`config.mk`:
```
export PLATFORM = sky130hd
export DESIGN_NAME = swrl_ctrl
export DESIGN_NICKNAME = d
export VERILOG_FILES = /design/src/rtl/swrl_pkg.sv /design/src/rtl/swrl_ctrl.sv
export SDC_FILE = /design/constraint.sdc
export NUM_CORES = 1
export LEC_CHECK = 0
export ABC_AREA = 1
export BUFFER_PORTS_ARGS = -buffer_cell sky130_fd_sc_hd__buf_2
export CORE_MARGIN = 8
export CORE_UTILIZATION = 45
export DETAILED_ROUTE_END_ITERATION = 16
export PLACE_DENSITY_LB_ADDON = 0.08
export SLEW_MARGIN = 30
export SYNTH_ARGS = -nofsm -noshare
export SYNTH_HDL_FRONTEND = slang
export SYNTH_SLANG_ARGS = --single-unit
```
`constraint.sdc`:
```
create_clock -name clk -period 1.45 [get_ports clk]
set_input_delay 0.29 -clock clk [delete_from_list [all_inputs] [get_ports clk]]
set_output_delay 0.29 -clock clk [all_outputs]
set_load 0.05 [all_outputs]
```
`src/rtl/swrl_pkg.sv`:
```
package swrl_pkg;

  localparam int CLIENT_SLOTS_DEF     = 16;
  localparam int EXT_LOG_DEPTH_DEF    = 256;
  localparam int REPORT_LOG_DEPTH_DEF = 4;
  localparam int TIER_COUNT_DEF       = 3;

  localparam logic [15:0] EXT_WIN_RST  = 16'd1000;
  localparam logic [8:0]  TIER_LOW_RST = 9'd50;
  localparam logic [8:0]  TIER_MID_RST = 9'd100;
  localparam logic [8:0]  TIER_HI_RST  = 9'd200;
  localparam logic [15:0] REP_WIN_RST  = 16'd5000;
  localparam logic [2:0]  REP_MAX_RST  = 3'd1;

  typedef enum logic [2:0] {
    CFG_EXT_WIN  = 3'd0,
    CFG_TIER_LOW = 3'd1,
    CFG_TIER_MID = 3'd2,
    CFG_TIER_HI  = 3'd3,
    CFG_REP_WIN  = 3'd4,
    CFG_REP_MAX  = 3'd5
  } cfg_idx_t;

  localparam logic REQ_EXT = 1'b0;
  localparam logic REQ_REP = 1'b1;

  typedef struct packed {
    logic        req_type;
    logic [31:0] client_id;
    logic [1:0]  tier_index;
    logic [47:0] now_ms;
  } req_t;

  typedef struct packed {
    logic       limited;
    logic [8:0] tier_hit;
    logic       table_full;
  } rsp_t;

  typedef enum logic [2:0] {
    RES_BADTIER,
    RES_FULL,
    RES_EXT,
    RES_REP_OK,
    RES_REP_SUPP
  } res_t;

  typedef struct packed {
    logic latch;
    logic scan_clr;
    logic scan_inc;
    logic tier_clr;
    logic tier_inc;
    logic tier_load;
    logic rd_oldest;
    logic take;
    logic pop;
    logic push;
    logic load_out;
    res_t res;
  } cmd_t;

  typedef struct packed {
    logic bad_tier;
    logic is_rep;
    logic match;
    logic slot_vld;
    logic scan_last;
    logic tier_last;
    logic ext_nz;
    logic rep_nz;
    logic ext_live;
    logic rep_live;
    logic act_nz;
    logic act_stale;
    logic rep_full;
    logic out_busy;
  } status_t;

  function automatic int swrl_w(input int n);
    return (n <= 1) ? 1 : $clog2(n);
  endfunction

endpackage

```
`src/rtl/swrl_ctrl.sv`:
```
module swrl_ctrl (
  input  logic              clk,
  input  logic              rst,
  input  logic              req_valid,
  output logic              req_ready,
  input  swrl_pkg::status_t st,
  output swrl_pkg::cmd_t    cmd
);
  import swrl_pkg::*;

  typedef enum logic [3:0] {
    S_IDLE,
    S_CHECK,
    S_MATCH,
    S_FREE,
    S_FREE_EW,
    S_FREE_R,
    S_FREE_RW,
    S_TAKE,
    S_EXP,
    S_EXP_W,
    S_ACT,
    S_FIN
  } state_t;

  state_t state, state_next;
  res_t   res, res_next;

  assign req_ready = (state == S_IDLE);

  always_comb begin
    state_next = state;
    res_next   = res;
    cmd        = '0;
    cmd.res    = res;
    case (state)
      S_IDLE: begin
        if (req_valid) begin
          cmd.latch    = 1'b1;
          cmd.scan_clr = 1'b1;
          state_next   = S_CHECK;
        end
      end
      S_CHECK: begin
        if (st.bad_tier) begin
          res_next   = RES_BADTIER;
          state_next = S_FIN;
        end else begin
          state_next = S_MATCH;
        end
      end
      S_MATCH: begin
        if (st.match) begin
          cmd.tier_load = 1'b1;
          state_next    = S_EXP;
        end else if (st.scan_last) begin
          cmd.scan_clr = 1'b1;
          state_next   = S_FREE;
        end else begin
          cmd.scan_inc = 1'b1;
        end
      end
      S_FREE: begin
        if (!st.slot_vld) begin
          state_next = S_TAKE;
        end else if (st.ext_nz) begin
          state_next = S_FREE_EW;
        end else begin
          cmd.tier_clr = 1'b1;
          state_next   = S_FREE_R;
        end
      end
      S_FREE_EW: begin
        if (st.ext_live) begin
          if (st.scan_last) begin
            res_next   = RES_FULL;
            state_next = S_FIN;
          end else begin
            cmd.scan_inc = 1'b1;
            state_next   = S_FREE;
          end
        end else begin
          cmd.tier_clr = 1'b1;
          state_next   = S_FREE_R;
        end
      end
      S_FREE_R: begin
        if (st.rep_nz) begin
          state_next = S_FREE_RW;
        end else if (st.tier_last) begin
          state_next = S_TAKE;
        end else begin
          cmd.tier_inc = 1'b1;
        end
      end
      S_FREE_RW: begin
        if (st.rep_live) begin
          if (st.scan_last) begin
            res_next   = RES_FULL;
            state_next = S_FIN;
          end else begin
            cmd.scan_inc = 1'b1;
            state_next   = S_FREE;
          end
        end else if (st.tier_last) begin
          state_next = S_TAKE;
        end else begin
          cmd.tier_inc = 1'b1;
          state_next   = S_FREE_R;
        end
      end
      S_TAKE: begin
        cmd.take      = 1'b1;
        cmd.tier_load = 1'b1;
        state_next    = S_EXP;
      end
      S_EXP: begin
        if (st.act_nz) begin
          cmd.rd_oldest = 1'b1;
          state_next    = S_EXP_W;
        end else begin
          state_next = S_ACT;
        end
      end
      S_EXP_W: begin
        if (st.act_stale) begin
          cmd.pop    = 1'b1;
          state_next = S_EXP;
        end else begin
          state_next = S_ACT;
        end
      end
      S_ACT: begin
        if (st.is_rep && st.rep_full) begin
          res_next = RES_REP_SUPP;
        end else begin
          cmd.push = 1'b1;
          res_next = st.is_rep ? RES_REP_OK : RES_EXT;
        end
        state_next = S_FIN;
      end
      S_FIN: begin
        if (!st.out_busy) begin
          cmd.load_out = 1'b1;
          state_next   = S_IDLE;
        end
      end
      default: begin
        state_next = S_IDLE;
      end
    endcase
  end

  always_ff @(posedge clk) begin
    if (rst) begin
      state <= S_IDLE;
      res   <= RES_FULL;
    end else begin
      state <= state_next;
      res   <= res_next;
    end
  end

endmodule

```
==> flow_metrics.env, run 1 <==
export IMPL_outcome="aborted with a tool error"
export IMPL_syn_cell_area_um2=686
export IMPL_synth_seq_cells=7
export IMPL_cts_root_buf="clkbuf_4"
export IMPL_fp_dieH_um=55.0
export IMPL_synthSimpleGateAreaFrac_pct=50.7
export IMPL_dp_slack_ns=-0.148
export IMPL_failed_stage="global routing"
export IMPL_grt_max_degree=7
export IMPL_worst_endpoint="cmd[11]"
export IMPL_synth_nets=133
export IMPL_synth_edff_count=0
export IMPL_synthXorXnorAreaFrac_pct=0
export IMPL_synth_compound_area_share_pct=14.1
export IMPL_cts_buffer_depth=2
export IMPL_yosysTopAreaCellShare_pct=20.4
export IMPL_cts_buffers=3
export IMPL_portBuffers=31
export IMPL_std_cell_rows=14
export IMPL_synth_most_common_cell="inv_1"
export IMPL_async_reset_ff_share_pct=0
export IMPL_netlist_cell_type_count=27
export IMPL_ys_flop_type="dfxtp_1"
export IMPL_synthMuxAreaShare_pct=0
export IMPL_yosys_area_share_adder_pct=0
export IMPL_synth_cells=116
export IMPL_dp_hpwl_um=2050
export IMPL_endpoint_type="top-level output"
export IMPL_synth_top_cell_by_area="dfxtp_1"
export IMPL_routabilityCongestion=0.881
export IMPL_die_w_um=55.0
export IMPL_top_level_ports=32
export IMPL_synthTopCellsByArea="dfxtp_1, nand3_1, inv_1"
export IMPL_clock_sinks=7
export IMPL_synth_top_family_by_area="simple AND/OR/NAND/NOR gates"
export IMPL_ys_top_cells_by_count="inv_1, nand2_1, nand3_1, nor2_1, dfxtp_1"
export IMPL_ys_seq_area_share_pct=20.4
export IMPL_error_line="[ERROR DPL-0038] Utilization greater than 100%, impossible to legalize"
export IMPL_yosys_warnings=0
export IMPL_start_util_pct=46.6
export IMPL_htreeDepth=1
export IMPL_synth_avg_cell_area_um2=5.91
[kinds of logic after synthesis]
logic type             after synthesis
AO/OA/AOI/OAI                       15
buffers and inverters               26
flip-flops                           7
AND/OR/NAND/NOR                     68
[timing repair]
action / CTS
resized for setup: 48
endpoints found under the setup margin: 17
pin swaps: 5
hold buffers: 0
setup buffers: 8
[per-stage QoR]
step | hold WS (ns) | setup TNS (ns) | instance area, um2 | instances
after CTS | 0.261 | -2.04 | 1370 | 198
after floorplan | 0.345 | -0.322 | 777 | 116
after global placement | 0.449 | -0.409 | 1120 | 186
after detailed placement | 0.466 | -0.722 | 1120 | 186
==> run 2, diff against run 1 <==
- CORE_AREA: default -> 8 8 69 71
- CORE_MARGIN: 8 -> default
- CORE_UTILIZATION: 45 -> default
- DIE_AREA: default -> 0 0 77 79
- PLACE_DENSITY_LB_ADDON: 0.08 -> 0.15
==> flow_metrics.env, run 2 <==
export IMPL_hold_violations=0
export IMPL_min_period_over_period_pct=117
export IMPL_grt_ovfl_total=0
export IMPL_clk_pin_slew_ns=0.04
export IMPL_die_area_um2=6080
export IMPL_dr_pass1_iters=4
export IMPL_multi_input_area_um2=758
export IMPL_areaGrowthSynthToFinish_pct=151
export IMPL_synth_seq_cells=7
export IMPL_start_util_pct=18.1
export IMPL_violations="negative setup slack"
export IMPL_rsz0062_at_grt="true"
export IMPL_cts_tree="built"
export IMPL_viasPerCell=4.38
export IMPL_cts_buffer_depth=2
export IMPL_max_cap_violations=0
export IMPL_largest_registers="state: 4 flops, res: 3 flops"
export IMPL_start_kind="flip-flop"
export IMPL_tns_ns=-1.90
export IMPL_grt_busiest_layer="met2"
export IMPL_routabilityCongestion=0.828
export IMPL_path_max_fanout=5
export IMPL_synth_most_common_cell="inv_1"
export IMPL_reg2reg_slack_ns=-0.02
export IMPL_critPathArrivalTime_ns=1.40
export IMPL_setup_ws_ns=-0.243
export IMPL_ys_seq_area_share_pct=20.4
export IMPL_core_area_um2=3800
export IMPL_hp_class="in2reg"
export IMPL_clk_latency_ns=0.23
export IMPL_design_area_um2=1720
export IMPL_top_level_ports=32
export IMPL_netlist_cell_type_count=27
export IMPL_synth_top_cell_by_area="dfxtp_1"
export IMPL_top_register="state"
export IMPL_via_count=1069
export IMPL_worstSetupPathType="reg2out"
export IMPL_drtIter0Drc=38
export IMPL_synthTopCellsByArea="dfxtp_1, nand3_1, inv_1"
export IMPL_crit_path_end_kind="output port"
export IMPL_fmax_mhz=591
export IMPL_grt_pass1_vias=1168
export IMPL_slew_viol_final=0
export IMPL_power_density_nw_per_um2=1780
export IMPL_outcome="complete, but fails checks"
export IMPL_die_w_um=77
export IMPL_power_mw=3.07
export IMPL_setup_viol=16
export IMPL_wl_um=3260
export IMPL_seq_area_um2=155
export IMPL_use_met2_pct=21.2
export IMPL_drcViolationCount=0
export IMPL_synth_edff_count=0
export IMPL_layout_common_cells="buf_4, buf_2, buf_6, inv_1, nand2_1"
export IMPL_diodes=0
export IMPL_cts_root_buf="clkbuf_8"
export IMPL_htreeDepth=1
export IMPL_grt_max_degree=7
export IMPL_cts_buffers=3
export IMPL_use_met3_pct=2.71
export IMPL_async_reset_ff_share_pct=0
export IMPL_yosysTopAreaCellShare_pct=20.4
export IMPL_dp_hpwl_um=2460
export IMPL_ys_flop_type="dfxtp_1"
export IMPL_synth_nets=133
export IMPL_drive_above_1_share_pct=71.6
export IMPL_period_needed_ns=1.69
export IMPL_syn_cell_area_um2=686
export IMPL_yosys_warnings=0
export IMPL_synth_cells=116
export IMPL_ant_nets=0
export IMPL_fin_nets=212
export IMPL_fin_util_pct=45.4
export IMPL_ys_top_cells_by_count="inv_1, nand2_1, nand3_1, nor2_1, dfxtp_1"
export IMPL_clock_sinks=7
export IMPL_gr_usage_met1_pct=11.8
export IMPL_peakVddDrop_mv=1.24
export IMPL_nFillCells=399
export IMPL_grtUsageTotal_pct=10.9
export IMPL_fp_dieH_um=79
export IMPL_required_ns=1.16
export IMPL_placed_cell_area_um2=1210
export IMPL_largest_reg_flops=4
export IMPL_synth_avg_cell_area_um2=5.91
export IMPL_p_leak_nw=0.884
export IMPL_antenna_found_initial=0
export IMPL_slew_headroom_pct=80.4
export IMPL_grt_pass1_wl_um=5470
export IMPL_std_cell_rows=23
export IMPL_fin_hold_ws_ns=0.320
export IMPL_mostFrequentLayoutCell="buf_4"
export IMPL_portBuffers=31
export IMPL_wl_per_cell_um=13.4
export IMPL_clock_skew_ns=0.00443
export IMPL_worst_pin_slew_ns=0.293
run 2: cell counts after synthesis:
Identical to the previous run, type by type.
run 2: final cells by class:
| type | instances | share of cell area, % |
|---|---|---|
| repair buffers | 75 | 34.7 |
| well taps | 50 | 3.63 |
| clock buffers | 4 | 2.61 |
| multi-input cells | 83 | 44.0 |
| inverters | 25 | 6.03 |
| flip-flops and latches | 7 | 9.01 |
run 2: critical path, stage by stage (launching register included):
cell     delay, ns
dfxtp_4       0.38
inv_4         0.04
nor2_4        0.15
nand2_4       0.08
nor2_4        0.14
inv_2         0.07
o22ai_4       0.12
buf_6         0.18
run 2: cells by family (layout without fill, tap and decap cells):
kind of cell           count (synthesis)  count (layout)  share of synthesized area [%]
and+or+nand+nor                       68              68                           50.7
DFF                                    7               7                           20.4
AOI/OAI and AO/OA                     15              15                           14.1
buffers and inverters                 26             104                           14.8
run 2: per-layer routing:
| metal | vias to the layer above | wire length [um] |
|---|---|---|
| li1 | 535 | - |
| met1 | 506 | 1270 |
| met2 | 26 | 1850 |
| met3 | 2 | 121 |
| met4 | 0 | 16 |
| met5 | - | 0 |
run 2: stage by stage:
stage	std cells	setup slack, ns
2_1_floorplan	116	-0.209
3_3_place_gp	226	-0.123
3_5_place_dp	226	-0.195
4_1_cts	237	-0.249
5_1_grt	244	-0.316
6_report	244	-0.243
run 2: power breakdown:
| part | switching (mW) | internal [mW] | leakage [nW] | total [mW] |
|---|---|---|---|---|
| logic | 1.37 | 1.06 | 0.802 | 2.43 |
| registers | 0.102 | 0.273 | 0.0599 | 0.374 |
| clock network | 0.0843 | 0.190 | 0.0228 | 0.275 |
| total | 1.55 | 1.52 | 0.884 | 3.07 |
run 2: path summary, 6_finish.rpt:
| path | start | end | cells past startpoint |
|---|---|---|---|
| worst max-delay path | state[1]$_SDFFE_PP0P_ | cmd[12] | 7 |
| worst max register to register | state[2]$_SDFFE_PP0P_ | res[0]$_SDFFE_PP1P_ | 9 |
| worst min-delay path | rst | state[1]$_SDFFE_PP0P_ | 2 |
| worst min register to register | res[2]$_SDFFE_PP0P_ | res[2]$_SDFFE_PP0P_ | 2 |
run 2: repair_timing:
action / in CTS / in global routing
endpoints found under the setup margin: 16 / 18
resized for setup: 59 / 37
hold buffers: 0 / 0
setup buffers: 7 / 7
pin swaps: 4 / 13
No activity file was read; power rests on OpenSTA's default activity.
